**src/qhe_pkg.sv**
```systemverilog
// Shared types, constants and coefficient table for the quintic Hermite evaluator.
// No dependencies; every other file refers to it by scoped names.
package qhe_pkg;

  localparam int AXES_DEF       = 3;
  localparam int COORD_BITS_DEF = 16;
  localparam int NAX            = 3;   // output fields always carry three axes
  localparam int TIME_W         = 16;
  localparam int U_W            = 17;  // Q0.16 plus one integer bit for 1.0
  localparam int CFG_W          = 48;
  localparam int CFG_IDX_W      = 3;
  localparam int RES_W          = 32;
  localparam int WGT_W          = 28;  // Horner accumulator, Q16 signed
  localparam int NLANE          = 6;   // three bases at u, three at 1-u
  localparam int NTERM          = 6;
  localparam int HORNER         = 5;
  localparam int FIFO_DEPTH     = 4;
  localparam int QONE           = 65536;

  localparam logic [1:0] MODE_POS = 2'd0;
  localparam logic [1:0] MODE_VEL = 2'd1;
  localparam logic [1:0] MODE_ACC = 2'd2;

  localparam logic [CFG_IDX_W-1:0] REG_T_START    = 3'd0;
  localparam logic [CFG_IDX_W-1:0] REG_T_END      = 3'd1;
  localparam logic [CFG_IDX_W-1:0] REG_START_POS  = 3'd2;
  localparam logic [CFG_IDX_W-1:0] REG_END_POS    = 3'd3;
  localparam logic [CFG_IDX_W-1:0] REG_START_VEL  = 3'd4;
  localparam logic [CFG_IDX_W-1:0] REG_END_VEL    = 3'd5;
  localparam logic [CFG_IDX_W-1:0] REG_START_ACC  = 3'd6;
  localparam logic [CFG_IDX_W-1:0] REG_END_ACC    = 3'd7;

  // [mode][basis h05,h15,h25][power 0..5], Q16
  localparam int COEF_TAB [3][3][6] = '{
    '{
      '{QONE, 0, 0, -10*QONE, 15*QONE, -6*QONE},
      '{0, QONE, 0, -6*QONE, 8*QONE, -3*QONE},
      '{0, 0, QONE/2, -3*QONE/2, 3*QONE/2, -QONE/2}
    },
    '{
      '{0, 0, -30*QONE, 60*QONE, -30*QONE, 0},
      '{QONE, 0, -18*QONE, 32*QONE, -15*QONE, 0},
      '{0, QONE, -9*QONE/2, 6*QONE, -5*QONE/2, 0}
    },
    '{
      '{0, -60*QONE, 180*QONE, -120*QONE, 0, 0},
      '{0, -36*QONE, 96*QONE, -60*QONE, 0, 0},
      '{QONE, -9*QONE, 18*QONE, -10*QONE, 0, 0}
    }
  };

  typedef struct packed {
    logic [1:0]     mode;
    logic           flag;
    logic [U_W-1:0] u;
  } item_t;

  // unused mode code reads the position row; its outputs are zeroed later
  function automatic logic signed [WGT_W-1:0] coef(input logic [1:0] m, input int b,
                                                   input int k);
    return WGT_W'(COEF_TAB[(m > MODE_ACC) ? 0 : int'(m)][b][k]);
  endfunction

endpackage

```
**src/qhe_front.sv**
```systemverilog
// Front end: clamps the sample time and normalises it to unsigned Q1.16 (0 to 1.0) with a
// restoring divider pipeline, one quotient bit per stage. Uses qhe_pkg.
module qhe_front (
  input  logic                         clk,
  input  logic                         rst_n,
  input  logic                         in_valid,
  output logic                         in_ready,
  input  logic [1:0]                   in_mode,
  input  logic [qhe_pkg::TIME_W-1:0]   in_time,
  input  logic [qhe_pkg::TIME_W-1:0]   t_start,
  input  logic [qhe_pkg::TIME_W-1:0]   t_end,
  output logic                         item_valid,
  input  logic                         item_ready,
  output qhe_pkg::item_t               item
);

  localparam int UW = qhe_pkg::U_W;
  localparam int TW = qhe_pkg::TIME_W;
  localparam int NS = UW + 1;  // classify stage plus one stage per quotient bit

  logic          v_r    [NS];
  logic [1:0]    mode_r [NS];
  logic          flag_r [NS];
  logic [TW-1:0] den_r  [NS];
  logic [UW-1:0] rem_r  [NS];
  logic [UW-1:0] q_r    [NS];

  logic [UW-1:0] rin      [NS];
  logic          ge       [NS];
  logic [UW-1:0] rem_nxt  [NS];
  logic [UW-1:0] q_nxt    [NS];

  logic          en;
  logic          c_flag;
  logic [TW-1:0] c_diff;
  logic [TW-1:0] c_den;
  logic [TW-1:0] tc;

  assign en       = !(v_r[NS-1] && !item_ready);
  assign in_ready = en;

  always_comb begin
    tc = in_time;
    if (t_end <= t_start) begin
      // empty or reversed segment: u stays zero
      c_flag = (in_time != t_start);
      c_diff = '0;
      c_den  = TW'(1);
    end else begin
      c_flag = (in_time < t_start) || (in_time > t_end);
      if (in_time < t_start) begin
        tc = t_start;
      end else if (in_time > t_end) begin
        tc = t_end;
      end
      c_diff = tc - t_start;
      c_den  = t_end - t_start;
    end
  end

  always_comb begin
    for (int j = 0; j < NS; j++) begin
      rin[j]     = '0;
      ge[j]      = 1'b0;
      rem_nxt[j] = '0;
      q_nxt[j]   = '0;
    end
    for (int j = 1; j < NS; j++) begin
      rin[j]     = (j == 1) ? rem_r[0] : {rem_r[j-1][UW-2:0], 1'b0};
      ge[j]      = rin[j] >= {1'b0, den_r[j-1]};
      rem_nxt[j] = ge[j] ? (rin[j] - {1'b0, den_r[j-1]}) : rin[j];
      q_nxt[j]   = q_r[j-1];
      q_nxt[j][NS-1-j] = ge[j];
    end
  end

  always_ff @(posedge clk) begin
    if (!rst_n) begin
      for (int j = 0; j < NS; j++) begin
        v_r[j] <= 1'b0;
      end
    end else if (en) begin
      v_r[0] <= in_valid;
      for (int j = 1; j < NS; j++) begin
        v_r[j] <= v_r[j-1];
      end
    end
  end

  always_ff @(posedge clk) begin
    if (en) begin
      mode_r[0] <= in_mode;
      flag_r[0] <= c_flag;
      den_r[0]  <= c_den;
      rem_r[0]  <= {1'b0, c_diff};
      q_r[0]    <= '0;
      for (int j = 1; j < NS; j++) begin
        mode_r[j] <= mode_r[j-1];
        flag_r[j] <= flag_r[j-1];
        den_r[j]  <= den_r[j-1];
        rem_r[j]  <= rem_nxt[j];
        q_r[j]    <= q_nxt[j];
      end
    end
  end

  assign item_valid = v_r[NS-1];
  assign item.mode  = mode_r[NS-1];
  assign item.flag  = flag_r[NS-1];
  assign item.u     = q_r[NS-1];

endmodule

```
**config.mk**
```make
export PLATFORM = sky130hd
export DESIGN_NAME = qhe_front
export DESIGN_NICKNAME = d
export VERILOG_FILES = /design/src/qhe_pkg.sv /design/src/qhe_front.sv
export SDC_FILE = /design/constraint.sdc
export NUM_CORES = 2
export LEC_CHECK = 0
export CAP_MARGIN = 20
export CORE_ASPECT_RATIO = 1.4
export CORE_MARGIN = 4
export CORE_UTILIZATION = 58
export CTS_BUF_LIST = sky130_fd_sc_hd__clkbuf_2
export DETAILED_ROUTE_END_ITERATION = 10
export DONT_BUFFER_PORTS = 1
export GPL_TIMING_DRIVEN = 0
export PLACE_DENSITY = 0.8
export SLEW_MARGIN = 0
export SYNTH_ARGS = -nofsm -noshare
export SYNTH_HDL_FRONTEND = slang
export SYNTH_SLANG_ARGS = --single-unit
```
**constraint.sdc**
```tcl
create_clock -name clk -period 43.6 [get_ports clk]
set_input_delay 8.72 -clock clk [delete_from_list [all_inputs] [get_ports clk]]
set_output_delay 8.72 -clock clk [all_outputs]
set_load 0.05 [all_outputs]
```
Word-level counts from Yosys, hierarchy flattened
Memories as Yosys holds them, arrays and structs flattened.
Index checks and enable logic that the tools add are counted.
- add/subtract/negate cells: 19
- magnitude comparators: 20
- eq/ne operators: 1
- muxes and demuxes: 45
- bitwise logic cells: 18
- reduce and logical (&&, ||, !) cells: 4
- operator list (cell ; count):
    $ge A17 B16 Y1 ; 17
    $mux W17 ; 17
    $sub A17 B16 Y17 ; 17
    $mux W16 ; 5
    $sub A16 B16 Y16 ; 2
    $mux W1 ; 23
    $or A1 B1 Y1 ; 18
    $gt A16 B16 Y1 ; 1
    $le A16 B16 Y1 ; 1
    $lt A16 B16 Y1 ; 1
    $ne A16 B16 Y1 ; 1
    $logic_not A1 Y1 ; 2
    $logic_and A1 B1 Y1 ; 1
    $logic_or A1 B1 Y1 ; 1
- bits in registers: 0
- memory bits (writable): 972
- input bits: 54
- output and inout port bits: 22
- logic and storage cells: 113
- memories kept: 6
- memory list (name ; depth ; bits a word ; read ports ; clocked after memory_dff ; write ports ; RTL line ; source):
    q_r ; 18 ; 17 ; 18 ; 0 ; 18 ; qhe_front.sv:26 ; logic [UW-1:0] q_r [NS];
    rem_r ; 18 ; 17 ; 17 ; 0 ; 18 ; qhe_front.sv:25 ; logic [UW-1:0] rem_r [NS];
    den_r ; 18 ; 16 ; 17 ; 0 ; 18 ; qhe_front.sv:24 ; logic [TW-1:0] den_r [NS];
    mode_r ; 18 ; 2 ; 18 ; 0 ; 18 ; qhe_front.sv:22 ; logic [1:0] mode_r [NS];
    flag_r ; 18 ; 1 ; 18 ; 0 ; 18 ; qhe_front.sv:23 ; logic flag_r [NS];
    v_r ; 18 ; 1 ; 18 ; 0 ; 18 ; qhe_front.sv:21 ; logic v_r [NS];

Logic depth before layout (Yosys ltp)
- word-level depth: 6
- gate-level depth with buffers: 19
- gate-level depth less buffers: 18

Worst setup path after synthesis
No wires, ideal clock.
- path kind: input to output
- start point: input port item_ready
- end point: output port in_ready
- data arrival time: 29.624 ns
- required time: 34.880 ns
- path slack: 5.256 ns
- stages: 2
- cells stage by stage: nand2b_1 -> clkbuf_1
- word-level cells in the longest chain between the ends: 3
- RTL lines (element ; RTL line ; source):
    start, declared ; qhe_front.sv:13 ; input logic item_ready,
    $logic_not A1 Y1 ; qhe_front.sv:39 ; assign en = !(v_r[NS-1] && !item_ready);
    $logic_and A1 B1 Y1 ; qhe_front.sv:39 ;
    $logic_not A1 Y1 ; qhe_front.sv:39 ;
    end, declared ; qhe_front.sv:7 ; output logic in_ready,
No other way between the ends.

Worst setup path in the final report
Ends and elaborated chain as after synthesis.

==> results.toml <==
[floorplan]
floorplan.io_pins = 76
initial_utilization_pct = 58.6
core_um2 = 72900
die_w_um = 237
floorplan.die.height_um = 329
placement_rows = 117
die_area_um2 = 78200

[pwr]
share_comb_of_total_power_pct = 53.1
leakage_nw = 18.2
internal-power_mw = 2.28
ratio_of_total_power_to_cell_area_nw_per_um2 = 81.8
sequentialPowerShare_pct = 34.5
netSwitchingFraction_pct = 39.4
vdd.ir_drop.worst_mv = 0.0312
power.share.clock_pct = 12.5
total_switching_power_mw = 1.48

[drt]
routed_wire_length_per_instance_um = 20.2
detailed_routing_iteration_count_for_the_pre_antenna_repair_pass = 6
highest_layer = "met4"
drt-met1-wl_mm = 25.7
drtAntennaViolNets = 0
post_drt_via_cell_ratio = 5.94
vias = 27900
post-route-drc-count = 0
drt_iter0_drc = 1301
postRouteWirelength_mm = 94.7
met2_length_mm = 55.4
wl_met3_mm = 3.12

[timing]
timing.final.max_slew_violations = 0
relSlewSlack_pct = 40.3
final_worst_slack_ns = 24.28
setup_violations = 0
timing.clock.skew_ns = 0.0838
worst_hold_slack_ns = 0.396
hold_viol = 0
fmax_mhz = 51.8
grt_setup_unrepaired = "false"
post-route-min-period_ns = 19.32
min_period_over_period_pct = 44.3
worstMarginPinSlew_ns = 0.895

[placed_design]
numPortBuffers = 0
gpl.final_weighted_congestion = 0.915
numPlacedInstances = 4381
hpwlAfterDp_mm = 72.7
dp_worst_setup_slack_ns = 24.28

[worst_setup_path]
critical_path.startpoint_type = "input pin"
crit_chain = "nand2b_1 > clkbuf_4 > buf_16 > buf_16 > buf_16"
critPathRequiredTime_ns = 34.88
crit_top_cell = "sky130_fd_sc_hd__buf_16"
timing_worst_setup_path_type = "input pin to output port"
crit_slowest_cell = "sky130_fd_sc_hd__clkbuf_4"
arrival_time_reported_for_the_critical_path_endpoint_ns = 10.60
slowest_delay_ns = 0.46
setup.worst_path.end_class = "output port"
cp_max_fo = 64

[global_route]
maximum_number_of_pins_on_one_net_before_global_route_repair = 69
gr-total-overflow = 0
global_route_wire_length_before_repair_mm = 145
total_grt_usage_pct = 23.9
first_global_vias = 30100
antenna_found_initial = 2

[yosys]
synthDominantAreaCellType = "sky130_fd_sc_hd__edfxtp_1"
synth-async-reset-ratio_pct = 0
post_synth_instance_area_um2 = 42700
count_of_different_cell_masters_after_synthesis = 72
postSynthCellCount = 3416
post_synth_main_area_contributors = "sky130_fd_sc_hd__edfxtp_1, sky130_fd_sc_hd__ha_1, sky130_fd_sc_hd__mux2_2"
synth_enable_flop_cells = 769
postSynthAreaPerCell_um2 = 12.5
synth.top_cells.by_count = "sky130_fd_sc_hd__edfxtp_1, sky130_fd_sc_hd__inv_1, sky130_fd_sc_hd__ha_1"
ys_seq_area_share_pct = 54.0
yosys_warnings = 0
most_frequently_used_cell_type_in_the_post_synthesis_netlist = "sky130_fd_sc_hd__edfxtp_1"
syn-num-nets = 3822
synth-seq-cells = 769
synthFlopType = "sky130_fd_sc_hd__edfxtp_1"
post-synth-top-area-fraction_pct = 54.0

[cts]
cts.htree.levels = 4
clk_sink_count = 769
clock_latency_on_the_worst_skew_pair_ns = 1.41
cts.repair_timing.setup_buffer_count = 0
clkTransAtPathRegs_ns = 0.10
clock_tree_from_tritoncts = "built"
cts_buffers = 182
clk_root_buffer_cell = "sky130_fd_sc_hd__clkbuf_2"
postCtsHoldBufs = 0
cts_buffer_depth = 3
post_cts_resized = 0

[cells_and_area]
final_layout_size_suffix_gt1_share_pct = 16.9
syn_to_final_growth_pct = 7.47
num-nets-final = 4019
layoutNonFillerInstCount = 4695

[min_path]
hold_path.class = "register to register"

[run_status]
outcome = "finished, final reports clean"

[job]
timing.max_cap.violations = 0
## final timing paths
check | endpoint | cells after the start | from | slack [ns]
setup reg to reg | flag_r[16] | 8 | v_r[0][17] | 39.81
setup / recovery | in_ready | 5 | item_ready | 24.28
hold reg to reg | den_r[12][4] | 0 | den_r[11][4] | 0.40
hold / removal | den_r[12][4] | 0 | den_r[11][4] | 0.40
## cells in the final DEF (no fill, tap or decap), drive strengths merged, types with 9 or more instances in the layout
| cell | n |
|---|---|
| or2 | 10 |
| o31ai | 24 |
| nor4 | 58 |
| nand3 | 80 |
| xor2 | 55 |
| a21o | 75 |
| o41ai | 9 |
| a211o | 12 |
| a31oi | 22 |
| and4 | 9 |
| fa | 18 |
| edfxtp | 769 |
| o311ai | 9 |
| xnor2 | 131 |
| clkinv | 44 |
| or3 | 28 |
| nor3 | 116 |
| nor2b | 45 |
| clkbuf | 265 |
| a2111oi | 16 |
| nand2b | 20 |
| a21oi | 174 |
| nand2 | 102 |
| mux2 | 193 |
| inv | 380 |
| nand4 | 64 |
| a41oi | 17 |
| and3 | 23 |
| o31a | 18 |
| ha | 334 |
| nor2 | 221 |
| buf | 52 |
| a211oi | 67 |
| o21ai | 73 |
| mux2i | 49 |
| a31o | 17 |
| o21a | 68 |
## layout make-up
type                            instances  area (um2)
Buffer                                 51         395
Fill cell                            5717       27000
Clock buffer                          253        1270
Timing Repair Buffer                   13         350
Inverter                              376        1410
Tap cell                              952        1190
Clock inverter                         58         374
Multi-Input combinational cell       2220       17800
Sequential cell                       769       23100
Antenna cell                            3        7.51
## kinds of logic after synthesis
family	after synthesis	share of synthesized area [%]
and+or+nand+nor	805	9.52
DFF	769	54.0
AOI/OAI and AO/OA	635	11.2
buffers and inverters	427	4.22
adders and majority gates	352	10.6
muxes	242	6.60
xor gates and xnor gates	186	3.81
## critical path, delay by kind of cell
kind	cells	cell delay, ns
AND/OR/NAND/NOR	1	0.26
buffers and inverters	4	1.49
## registers in the layout (all words and copies together) (netlist names)
| name | cells |
|---|---|
| flag_r | 18 |
| q_r | 153 |
| v_r | 18 |
| den_r | 272 |
| rem_r | 272 |
| mode_r | 36 |
## stage by stage
| step | total power, mW | cell area (um2) | setup TNS, ns | utilization, % |
|---|---|---|---|---|
| 6_report | 3.76 | 45900 | 0 | 63.0 |
| 5_1_grt | 4.00 | 45900 | 0 | 63.0 |
| 4_1_cts | 3.77 | 45900 | 0 | 63.0 |
| 3_5_place_dp | 3.29 | 44300 | 0 | 60.7 |
| 3_3_place_gp | 3.21 | 43900 | -2.48 | 60.3 |
| 2_1_floorplan | 2.81 | 42700 | 0 | - |
## power by group through the flow
| stage | Combinational (mW) | Clock, mW | Sequential, mW |
|---|---|---|---|
| after global routing | 2.16 | 0.522 | 1.32 |
| after detailed placement | 1.98 | 0 | 1.31 |
| after global placement | 1.92 | 0 | 1.30 |
| after floorplan | 1.54 | 0 | 1.27 |
| final | 1.99 | 0.469 | 1.30 |
| after CTS | 1.99 | 0.487 | 1.29 |
## routing by layer
metal | track usage (%) | vias to the layer above
met4 | 23.5 | 0
met3 | 4.39 | 415
met1 | 16.0 | 13400
met5 | 0 | -
li1 | - | 13300
met2 | 49.8 | 752
No activity file was read; power rests on OpenSTA's default activity.
