**config.mk**
```make
export PLATFORM = sky130hd
export DESIGN_NAME = qhe_fifo
export DESIGN_NICKNAME = d
export VERILOG_FILES = /design/src/qhe_pkg.sv /design/src/qhe_fifo.sv
export SDC_FILE = /design/constraint.sdc
export NUM_CORES = 1
export LEC_CHECK = 0
export ABC_AREA = 1
export BUFFER_PORTS_ARGS = -buffer_cell sky130_fd_sc_hd__buf_2
export CAP_MARGIN = 25
export CORE_UTILIZATION = 38
export CTS_CLUSTER_DIAMETER = 150
export CTS_CLUSTER_SIZE = 40
export DETAILED_ROUTE_END_ITERATION = 10
export MAX_ROUTING_LAYER = met4
export PLACE_DENSITY_LB_ADDON = 0.2
export SLEW_MARGIN = 0
export SYNTH_ARGS = -nofsm -noshare
export SYNTH_HDL_FRONTEND = slang
export SYNTH_SLANG_ARGS = --single-unit
```
**constraint.sdc**
```tcl
create_clock -name clk -period 3.1 [get_ports clk]
set_input_delay 0.465 -clock clk [delete_from_list [all_inputs] [get_ports clk]]
set_output_delay 0.465 -clock clk [all_outputs]
set_load 0.05 [all_outputs]
```
**src/qhe_pkg.sv**
```systemverilog
// Shared types, constants and coefficient table for the quintic Hermite evaluator.
// No dependencies; every other file refers to it by scoped names.
package qhe_pkg;

  localparam int AXES_DEF       = 3;
  localparam int COORD_BITS_DEF = 16;
  localparam int NAX            = 3;   // output fields always carry three axes
  localparam int TIME_W         = 16;
  localparam int U_W            = 17;  // Q0.16 plus one integer bit for 1.0
  localparam int CFG_W          = 48;
  localparam int CFG_IDX_W      = 3;
  localparam int RES_W          = 32;
  localparam int WGT_W          = 28;  // Horner accumulator, Q16 signed
  localparam int NLANE          = 6;   // three bases at u, three at 1-u
  localparam int NTERM          = 6;
  localparam int HORNER         = 5;
  localparam int FIFO_DEPTH     = 4;
  localparam int QONE           = 65536;

  localparam logic [1:0] MODE_POS = 2'd0;
  localparam logic [1:0] MODE_VEL = 2'd1;
  localparam logic [1:0] MODE_ACC = 2'd2;

  localparam logic [CFG_IDX_W-1:0] REG_T_START    = 3'd0;
  localparam logic [CFG_IDX_W-1:0] REG_T_END      = 3'd1;
  localparam logic [CFG_IDX_W-1:0] REG_START_POS  = 3'd2;
  localparam logic [CFG_IDX_W-1:0] REG_END_POS    = 3'd3;
  localparam logic [CFG_IDX_W-1:0] REG_START_VEL  = 3'd4;
  localparam logic [CFG_IDX_W-1:0] REG_END_VEL    = 3'd5;
  localparam logic [CFG_IDX_W-1:0] REG_START_ACC  = 3'd6;
  localparam logic [CFG_IDX_W-1:0] REG_END_ACC    = 3'd7;

  // [mode][basis h05,h15,h25][power 0..5], Q16
  localparam int COEF_TAB [3][3][6] = '{
    '{
      '{QONE, 0, 0, -10*QONE, 15*QONE, -6*QONE},
      '{0, QONE, 0, -6*QONE, 8*QONE, -3*QONE},
      '{0, 0, QONE/2, -3*QONE/2, 3*QONE/2, -QONE/2}
    },
    '{
      '{0, 0, -30*QONE, 60*QONE, -30*QONE, 0},
      '{QONE, 0, -18*QONE, 32*QONE, -15*QONE, 0},
      '{0, QONE, -9*QONE/2, 6*QONE, -5*QONE/2, 0}
    },
    '{
      '{0, -60*QONE, 180*QONE, -120*QONE, 0, 0},
      '{0, -36*QONE, 96*QONE, -60*QONE, 0, 0},
      '{QONE, -9*QONE, 18*QONE, -10*QONE, 0, 0}
    }
  };

  typedef struct packed {
    logic [1:0]     mode;
    logic           flag;
    logic [U_W-1:0] u;
  } item_t;

  // unused mode code reads the position row; its outputs are zeroed later
  function automatic logic signed [WGT_W-1:0] coef(input logic [1:0] m, input int b,
                                                   input int k);
    return WGT_W'(COEF_TAB[(m > MODE_ACC) ? 0 : int'(m)][b][k]);
  endfunction

endpackage

```
**src/qhe_fifo.sv**
```systemverilog
// Short queue between the front and back ends so each side stalls on its own.
// Uses qhe_pkg for the item type and depth.
module qhe_fifo (
  input  logic           clk,
  input  logic           rst_n,
  input  logic           push_valid,
  output logic           push_ready,
  input  qhe_pkg::item_t push_item,
  output logic           pop_valid,
  input  logic           pop_ready,
  output qhe_pkg::item_t pop_item
);

  localparam int DEPTH = qhe_pkg::FIFO_DEPTH;
  localparam int AW    = $clog2(DEPTH);

  qhe_pkg::item_t mem_r [DEPTH];
  logic [AW-1:0]  wr_r, wr_nxt;
  logic [AW-1:0]  rd_r, rd_nxt;
  logic [AW:0]    cnt_r, cnt_nxt;
  logic           do_push, do_pop;

  assign push_ready = (cnt_r != (AW+1)'(DEPTH));
  assign pop_valid  = (cnt_r != '0);
  assign do_push    = push_valid && push_ready;
  assign do_pop     = pop_valid && pop_ready;
  assign pop_item   = mem_r[rd_r];

  always_comb begin
    wr_nxt  = do_push ? wr_r + AW'(1) : wr_r;
    rd_nxt  = do_pop ? rd_r + AW'(1) : rd_r;
    cnt_nxt = cnt_r + (AW+1)'(do_push) - (AW+1)'(do_pop);
  end

  always_ff @(posedge clk) begin
    if (!rst_n) begin
      wr_r  <= '0;
      rd_r  <= '0;
      cnt_r <= '0;
    end else begin
      wr_r  <= wr_nxt;
      rd_r  <= rd_nxt;
      cnt_r <= cnt_nxt;
    end
  end

  always_ff @(posedge clk) begin
    if (do_push) begin
      mem_r[wr_r] <= push_item;
    end
  end

endmodule

```
; After elaboration in Yosys (flattened, before gate mapping)
; Memory sizes are Yosys's and may differ from the RTL's. A register that Yosys moved wholly into a read port is not among the register bits.
; Index checks and enable logic that the tools add are counted.
[totals]
regBits = 7
ram_bits = 80
inputBits = 24
output_inout_bits = 22
wordCells = 16
memories = 1
[memory_table]
columns = name, depth, word_bits, rd, rd_ports_with_merged_regs, wr, line
row1 = mem_r, 4, 20, 1, 1, 1, qhe_fifo.sv:17  ; qhe_pkg::item_t mem_r [DEPTH];
[op_classes]
add_sub_neg = 4
n_eq_ne = 1
muxes = 4
n_reduce_logical = 3
[op_table]
columns = cell, count
row1 = $add 2x1->2 const B, 2
row2 = $mux 2, 2
row3 = $add 3x1->3, 1
row4 = $ne 3x3->1 const B, 1
row5 = $reduce_bool 3->1, 1
row6 = $sub 3x1->3, 1
row7 = $logic_and 1x1->1, 2
row8 = $mux 1, 2

; Longest topological paths before layout
; Gate-level depths: netlist of the first run.
[depth]
ltp_word = 4
ltp_mapped = 10
depth_no_buf = 10

; Worst setup path before layout of the first run
; Ideal clock, no wire load.
[synth_path]
path_type = reg-to-reg
startpoint = reg cnt_r[1]
endpoint = mem mem_r[0][0] in the netlist's numbering, enable pin
setup_ps = 397
t_arrival_ps = 1791
t_required_ps = 2703
slack_ps = 913
stages_incl_launch_ff = 5
n_path_buf = 0
period_less_slack_ps = 2187
cell_sequence = dfxtp_1 nor2_2 nand2_2 nand2_1 nor2_1
[synth_between]
elab_chain_cells = 4
[synth_rtl]
columns = item, line
row1 = from (decl), qhe_fifo.sv:20  ; logic [AW:0] cnt_r, cnt_nxt;
row2 = from (signal assigned), qhe_fifo.sv:43  ; cnt_r <= cnt_nxt;
row3 = $ne 3x3->1, qhe_fifo.sv:23  ; assign push_ready = (cnt_r != (AW+1)'(DEPTH));
row4 = via push_ready, qhe_fifo.sv:7  ; output logic push_ready,
row5 = $logic_and 1x1->1, qhe_fifo.sv:25  ; assign do_push = push_valid && push_ready;
row6 = $mux 1, qhe_fifo.sv:48  ; if (do_push) begin
row7 = $mux 1 (implied by the code), qhe_fifo.sv:49  ; mem_r[wr_r] <= push_item;
row8 = to (decl), qhe_fifo.sv:17
; The timed path passes the listed nets, and every way through them passes these cells.

==> flow_summary.ini, run 1 <==
[sta]
relSlewSlack = 0.526
tns_ns = 0
fmax_mhz = 397
setup_violations = 0
period_minus_slack_ns = 2.52
rsz0062_at_grt = no
hold_viol = 0
finClkSkew_ns = 0.00817
setup_ws_ns = 0.580
tightest_slew_ns = 0.709
drv_slew = 0
min_period_over_period = 0.813

[pwr]
ir_drop_mv = 0.499
cellLeakagePower_uw = 0.00145
power.share.combinational = 0.349
p_int_uw = 2110
switching_power_uw = 1370
switching_share = 0.394
power.density_nw_per_um2 = 878
p_clk_frac = 0.216
share_seq_of_total_power = 0.435

[finish]
n_fill_cell = 773
area_delta_synth_final_pct = 15.9
final_cell_mix = 80 x edfxtp_1, 47 x nor2_1, 45 x buf_2, 40 x o21ai_1, 20 x o22ai_1
fin_util = 0.455
instances_no_fill = 422
final_common_cell = edfxtp_1
multi_input_area_um2 = 737
drive_above_1_share = 0.236
n_antenna_cell = 0
seq_area_um2 = 2580
fin_nets = 340

[setup_path]
crit_fanout = 21
rrSetupSlack_ns = 0.99
rr_worst_depth = 10
critPathArrivalTime_ns = 2.05
reg2reg_from = cnt_r[1]
r2r-end = cnt_r[2]
cp-start-kind = flip-flop
path_class = reg -> out
cp.required_ns = 2.63
endpoint_kind = primary output

[clocking]
cts_root_buffer = clkbuf_8
post_cts_resized = 0
clock_latency_ns = 0.35
cts_tree = built
htreeDepth = 3
clockBufferDepth = 2
ctsHoldBuffers = 0
cts_setup_buffers = 0
clkSinkCount = 89
cts-buffers-inserted = 9
path_clk_slew_ns = 0.09

[placement]
portBuffers = 45
dp_cells = 406
dp_hpwl_um = 3840
post-place-ws_ns = 0.991
gp_congestion = 0.768

[synth]
synth_area_leaders = edfxtp_1 70%, o21ai_1 5.8%, nor2_1 5.6%
postSynthAreaPerCell_um2 = 13.2
ys_warn_count = 0
ys_seq_elements = 89
syn_inst = 259
ys_seq_area_frac = 0.754
yosysTopAreaCell = edfxtp_1
mappedNetlistNets = 290
synth_top_area_share = 0.701
syn_area_um2 = 3420
synth.distinct_cells = 18

[routing]
detail-route-antenna-nets = 0
viasPerCell = 4.94
drtPass1Iterations = 4
drt_iter0_drc = 65
via_count = 2085
routed_wirelength_um = 6350
wl_per_cell_um = 15.0
drc = 0

[flow_run]
max-cap-violations = 0

[floorplan]
chipWidth_um = 96.9
dieArea_um2 = 9400
start_util = 0.393
io_pins = 46
coreArea_um2 = 8720
die_h_um = 96.9
rows = 34

[worst_hold_path]
hold_end = mem_r[0][16]
whs_path_depth = 1
hold_path.startpoint = push_item[16]
hold_class = in -> reg

[global_routing]
grt_pass1_wl_um = 10500
grt_usage = 0.151
antenna_found_initial = 0
grt_max_degree = 41
overflow = 0
grt_pass1_vias = 2099

[run_status]
outcome = complete, no violations
-- state kept, by name, summed over array words and instances, names as in the netlist, named ones only --
signal / flops
mem_r: 80
cnt_r: 3
rd_r: 2
wr_r: 2
-- Yosys cell counts --
library cell,n
o21ai_1,40
inv_2,1
buf_2,8
dfxtp_1,9
fa_1,1
nand2_1,11
inv_1,15
nor2_1,51
nor2_2,1
nand2_2,2
o22ai_1,20
o21ai_0,1
ha_1,6
clkbuf_1,4
nand3_1,3
a21boi_0,2
a21oi_1,4
edfxtp_1,80
-- routing by layer --
metal,share of wire,routed length (um),track usage,up-vias
met2,0.48,3050,0.230,36
met5,0,0,-,-
met4,0.020,129,0.0654,0
li1,-,-,-,1034
met1,0.46,2900,0.185,1004
met3,0.043,272,0.0477,11
-- worst max path at each step --
stage | slack [ns] | endpoint | cells past startpoint
after global routing | 0.47 | pop_item[6] | 5
final | 0.58 | pop_item[6] | 5
after detailed placement | 0.99 | pop_item[6] | 5
after global placement | 1.00 | pop_item[6] | 5
after CTS | 0.58 | pop_item[6] | 5
after floorplan | 0.91 | mem_r[0][0] | 4
-- through the flow --
| step | instance area (um^2) | hold WS (ns) | power (uW) |
|---|---|---|---|
| after floorplan | 3420 | 0.448 | 2470 |
| after global placement | 3780 | 0.468 | 2760 |
| after detailed placement | 3780 | 0.472 | 2780 |
| after CTS | 3970 | 0.304 | 3530 |
| after global routing | 3970 | 0.310 | 3670 |
| final | 3970 | 0.322 | 3480 |
-- kinds of logic (layout without fill, tap and decap cells) --
kind of cell,after synthesis,after routing,synth area share
AOI/OAI and AO/OA,67,67,0.107
adders and majority gates,7,7,0.0278
buffers and inverters,28,83,0.0336
DFF,89,89,0.754
and+or+nand+nor,68,68,0.0778
-- power groups by stage --
stage	Combinational, uW	Clock [uW]	Sequential, uW
after floorplan	935	0	1540
after global placement	1220	0	1540
after detailed placement	1230	0	1540
after CTS	1230	777	1520
after global routing	1320	823	1530
final	1220	753	1520
-- cell type report --
type	count	area share
well taps	108	0.0340
flip-flops and latches	89	0.650
repair buffers	51	0.0681
multi-input cells	142	0.186
clock inverters	7	0.0154
clock buffers	9	0.0312
inverters	16	0.0151
-- worst max-delay path, stage by stage (launching register included) --
cell and delay [ns]:
dfxtp_1 0.30, buf_4 0.20, inv_1 0.51, o21ai_1 0.15
o22ai_1 0.22, buf_2 0.31
(Power assumes the default switching activity.)
==> run 2: changes to the inputs <==
--- a/config.mk
+++ b/config.mk
@@ -5,7 +5,7 @@
 export SDC_FILE = /design/constraint.sdc
 export NUM_CORES = 1
 export LEC_CHECK = 0
-export ABC_AREA = 1
+export ABC_AREA = 0
 export BUFFER_PORTS_ARGS = -buffer_cell sky130_fd_sc_hd__buf_2
 export CAP_MARGIN = 25
 export CORE_UTILIZATION = 38
==> constraint.sdc (replaced) <==
create_clock -name clk -period 2.1 [get_ports clk]
set_input_delay 0.315 -clock clk [delete_from_list [all_inputs] [get_ports clk]]
set_output_delay 0.315 -clock clk [all_outputs]
set_load 0.05 [all_outputs]
==> run 2 against run 1 <==
- count of clock-buffer cells in the layout rose by 3
- combinational power rose by 60%
- clock skew rose by 0.0012 ns
- sequential cell count did not move
- register-to-register slack got worse by 0.95 ns
- wire length fell by 11%
- largest cell class unchanged
==> flow_summary.ini, run 2 <==
[pwr]
power.density_nw_per_um2 = 1330
ir_drop_mv = 0.855
power_uw = 5440
cellLeakagePower_uw = 0.00141

[synth]
yosysTopAreaCell = edfxtp_1
syn_area_um2 = 3370
ys_warn_count = 0
synth_common_cells = 80 x edfxtp_1, 20 x mux4_2, 9 x dfxtp_1, 7 x and2_1, 6 x ha_1
yosysMostFrequentCell = edfxtp_1
synth.distinct_cells = 19
synth_top_family_by_area = multiplexers
synth_xor_area_frac = 0.0104
syn_inst = 152
ys_seq_area_frac = 0.767
synth-adder-area-share = 0.0282
mappedNetlistNets = 183
synth_edf_count = 80
async_flop_share = 0
synth_mux_area_frac = 0.140
synth_compound_area_frac = 0.0111
postSynthAreaPerCell_um2 = 22.2
synth_area_leaders = edfxtp_1 71%, mux4_2 13%, dfxtp_1 5.3%
synthFlopType = edfxtp_1
synth-simple-area-share = 0.0275
ys_seq_elements = 89
synth_top_area_share = 0.713

[sta]
min_period_over_period = 0.980
setup_violations = 0
rsz0062_at_grt = yes
fmax_mhz = 486
tns_ns = 0
period_minus_slack_ns = 2.06
finClkSkew_ns = 0.00933
tightest_slew_ns = 0.320
hold_viol = 0
drv_slew = 0
relSlewSlack = 0.787
hold_ws_ns = 0.174

[finish]
drive_above_1_share = 0.466
final_common_cell = edfxtp_1
area_delta_synth_final_pct = 21.9
fin_nets = 245
largest-register = mem_r
post-route-cell-area_um2 = 4110
n_antenna_cell = 0
top_regs = mem_r: 80 flops, cnt_r: 3 flops
largest_reg_flops = 80
final_cell_mix = 80 x edfxtp_1, 45 x buf_2, 20 x mux4_2, 9 x clkbuf_8

[setup_path]
endpoint_kind = flip-flop
critPathArrivalTime_ns = 2.30
crit_fanout = 3
cp.required_ns = 2.34
rrSetupSlack_ns = 0.04
crit_slowest_cell = dfxtp_4
cp-start-kind = flip-flop
cpMostUsedCell = ha_4
cp_cell_sequence = o31a_4 > ha_4 > inv_4 > ha_4 > inv_2 > fa_2 > xnor2_2 > xnor2_1 > and2_1
slowest_delay_ns = 0.37
path_class = reg -> reg

[routing]
drtPass1Iterations = 4
routed_wirelength_um = 5670
drt_iter0_drc = 69
wl_per_cell_um = 17.5
via_count = 1592
drc = 0
detail-route-antenna-nets = 0
viasPerCell = 4.91

[floorplan]
coreArea_um2 = 8380
start_util = 0.402
die_h_um = 96.1
rows = 33
chipWidth_um = 96.1
io_pins = 46
dieArea_um2 = 9240

[clocking]
path_clk_slew_ns = 0.08
clkSinkCount = 89
clockBufferDepth = 2
clock_latency_ns = 0.35
cts_root_buffer = clkbuf_8
ctsHoldBuffers = 0
cts_tree = built
htreeDepth = 3
cts-buffers-inserted = 9

[global_routing]
grt_pass1_vias = 1695
grt_max_degree = 21
grt_usage = 0.142
overflow = 0
grt_pass1_wl_um = 8820
antenna_found_initial = 0

[run_status]
outcome = complete, no violations

[placement]
dp_hpwl_um = 3590
portBuffers = 45
gp_congestion = 0.632
dpl_cell_area_um2 = 3820

[worst_hold_path]
hold_class = in -> reg

[flow_run]
max-cap-violations = 0
-- run 2: cell count changes after synthesis, sizes merged, moves of 4 or more --
cell and change:
and2 +7, a21oi -4, buf -4, o21ai -41
xnor2 +4, inv -11, nor2 -51, nand2 -8
o22ai -20, mux4 +20
-- run 2: cell families after synthesis --
logic type | Yosys count
DFF | 89
muxes | 22
and+or+nand+nor | 17
buffers and inverters | 10
adders and majority gates | 7
xor gates and xnor gates | 4
AOI/OAI and AO/OA | 3
-- run 2: layout make-up --
class | instances | area, um^2
clock buffer | 12 | 135
clock inverter | 4 | 77.6
fill | 685 | 4280
inverter | 5 | 21.3
multi-input combinational | 53 | 781
sequential | 89 | 2590
tap | 105 | 131
timing repair buffer | 56 | 370
-- run 2: worst max-delay path, delay by kind of cell (launching register included) --
kind / cells / cell delay, ns
AO/OA/AOI/OAI: 1 / 0.37
buffers and inverters: 2 / 0.08
adder cells (fa/ha/maj): 3 / 0.70
flip-flops: 1 / 0.37
AND/OR/NAND/NOR: 1 / 0.14
XOR/XNOR: 2 / 0.29
-- run 2: power breakdown --
group,switching [uW],leakage [uW],total (uW),internal (uW)
Combinational,1230,0.000495,1950,718
Clock,561,0.000105,1240,676
Sequential,94.1,0.000808,2260,2170
Total,1880,0.00141,5440,3560
-- run 2: timing repair --
item,4_1_cts,5_1_grt
setup endpoints to repair,1,1
pin swaps,5,4
buffers inserted,2,0
resized for setup,10,2
endpoints found under the hold margin,0,0
-- run 2: final timing paths --
| check | startpoint | to | cells after the start |
|---|---|---|---|
| worst max-delay path | cnt_r[1] | cnt_r[2] | 9 |
| worst min-delay path | push_item[10] | mem_r[3][10] | 1 |
| worst max register to register | cnt_r[1] | cnt_r[2] | 9 |
| worst min register to register | wr_r[1] | wr_r[1] | 2 |
-- run 2: layer usage --
metal	track usage	wire length, um
met1	0.161	2290
met2	0.235	3020
met3	0.0292	211
met4	0.0821	146
met5	-	0
-- run 2: through the flow --
step / setup WS, ns / instances / util
6_report: 0.0427 / 324 / 0.490
3_3_place_gp: 0.0550 / 306 / 0.456
4_1_cts: 0.00532 / 324 / 0.489
5_1_grt: -0.00425 / 324 / 0.490
3_5_place_dp: -0.0950 / 306 / 0.456
2_1_floorplan: 0.00139 / 152 / -
==> run 3: changes to the inputs <==
--- a/config.mk
+++ b/config.mk
@@ -8,6 +8,8 @@
 export ABC_AREA = 0
 export BUFFER_PORTS_ARGS = -buffer_cell sky130_fd_sc_hd__buf_2
 export CAP_MARGIN = 25
+export CELL_PAD_IN_SITES_DETAIL_PLACEMENT = 0
+export CELL_PAD_IN_SITES_GLOBAL_PLACEMENT = 1
 export CORE_UTILIZATION = 38
 export CTS_CLUSTER_DIAMETER = 150
 export CTS_CLUSTER_SIZE = 40
==> run 3 against run 2 <==
- the flow now finishes with violations (negative setup slack)
- core utilization down 0.19 points
- largest cell class unchanged
- cell area down 0.40%
- critical endpoint unchanged
- combinational power down 4%
- critical path depth unchanged
- sequential cell count unchanged
- largest power group unchanged
- non-clock buffer count up 5
- register-to-register slack worse by 0.07 ns
==> flow_summary.ini, run 3 (synthesized netlist as in run 2, its figures left out) <==
[finish]
n_antenna_cell = 0
largest-register = mem_r
area_delta_synth_final_pct = 21.4
top_regs = mem_r: 80 flops, cnt_r: 3 flops
drive_above_1_share = 0.491
largest_reg_flops = 80
fin_util = 0.488
final_cell_mix = 80 x edfxtp_1, 45 x buf_2, 20 x mux4_2, 15 x buf_4, 9 x clkbuf_8
n_fill_cell = 700
fin_nets = 250
final_common_cell = edfxtp_1

[floorplan]
start_util = 0.402
rows = 33
io_pins = 46
coreArea_um2 = 8380
die_h_um = 96.1
chipWidth_um = 96.1
dieArea_um2 = 9240

[sta]
rsz0062_at_grt = yes
fmax_mhz = 470
drv_slew = 0
hold_viol = 0
setup_violations = 1
period_minus_slack_ns = 2.13
min_period_over_period = 1.01
finClkSkew_ns = 0.00596
setup_ws_ns = -0.0277
relSlewSlack = 0.826
tightest_slew_ns = 0.260

[setup_path]
crit_start = cnt_r[0]
cp-start-kind = flip-flop
path_depth = 9
reg2reg_from = cnt_r[0]
cp_cell_sequence = o31a_4 > ha_4 > inv_2 > ha_4 > inv_2 > fa_2 > xnor2_2 > xnor2_1 > and2_1
cp.required_ns = 2.34
crit_family = adder cells
endpoint_kind = flip-flop
rrSetupSlack_ns = -0.03
crit_slowest_cell = fa_2
path_class = reg -> reg
slowest_delay_ns = 0.40
critPathArrivalTime_ns = 2.37
rr_worst_depth = 9
crit_fanout = 5
path_buf_inv = 2

[clocking]
htreeDepth = 3
clkSinkCount = 89
path_clk_slew_ns = 0.09
cts_setup_buffers = 0
ctsHoldBuffers = 0
cts-buffers-inserted = 9
clockBufferDepth = 2
cts_tree = built
cts_root_buffer = clkbuf_8
clock_latency_ns = 0.34

[placement]
dp_hpwl_um = 3840
gp_congestion = 0.674
portBuffers = 45

[pwr]
power.density_nw_per_um2 = 1320
ir_drop_mv = 0.593
power_uw = 5390
cellLeakagePower_uw = 0.00142

[routing]
routed_wirelength_um = 5500
drt_iter0_drc = 42
detail-route-antenna-nets = 0
drtPass1Iterations = 2
viasPerCell = 4.77
drc = 0
wl_per_cell_um = 16.7
via_count = 1568

[run_status]
violations = negative setup slack
outcome = complete, but fails checks

[worst_hold_path]
hold_path.startpoint = push_item[12]
hold_class = in -> reg
whs_path_depth = 1

[global_routing]
grt_usage = 0.136
grt_pass1_vias = 1735
grt_max_degree = 17
grt_pass1_wl_um = 8450
overflow = 0
antenna_found_initial = 0

[flow_run]
max-cap-violations = 0
## run 3: metrics by stage
stage	setup slack [ns]	instance area, um^2	TNS [ns]	hold slack [ns]	cells
global route	-0.0642	4090	-0.0642	0.149	329
global placement	0.0511	3810	0	0.477	313
floorplan	0.00139	3370	0	0.414	152
CTS	-0.0203	4060	-0.0203	0.159	329
detailed placement	-0.0539	3810	-0.0539	0.505	313
finish	-0.0277	4090	-0.0277	0.179	329
## run 3: layout make-up
| cell class | count | area (um^2) | share of cell area |
|---|---|---|---|
| well taps | 105 | 131 | 0.0321 |
| clock buffers | 9 | 124 | 0.0303 |
| multi-input cells | 53 | 776 | 0.190 |
| flip-flops and latches | 89 | 2590 | 0.633 |
| inverters | 5 | 18.8 | 0.00459 |
| repair buffers | 61 | 349 | 0.0853 |
| clock inverters | 7 | 101 | 0.0248 |
## run 3: worst paths after layout
check / endpoint
max: cnt_r[2]
min: mem_r[2][12]
max reg2reg: cnt_r[2]
min reg2reg: wr_r[1]
## run 3: power breakdown
part	total, uW	leakage, uW	internal [uW]	switching, uW
combinational	1880	0.000505	674	1210
clock	1260	0.000106	679	576
sequential	2260	0.000808	2170	94.2
total	5390	0.00142	3520	1880
## run 3: per-layer routing
layer  part of all wire  track usage
met1               0.39        0.147
met4             0.0096       0.0448
met2               0.56        0.235
met3              0.039       0.0434
met5                  0            -
## run 3: timing repair
action / 4_1_cts / 5_1_grt
endpoints found under the setup margin: 5 / 1
pin swaps: 1 / 4
gates resized for setup: 4 / 7
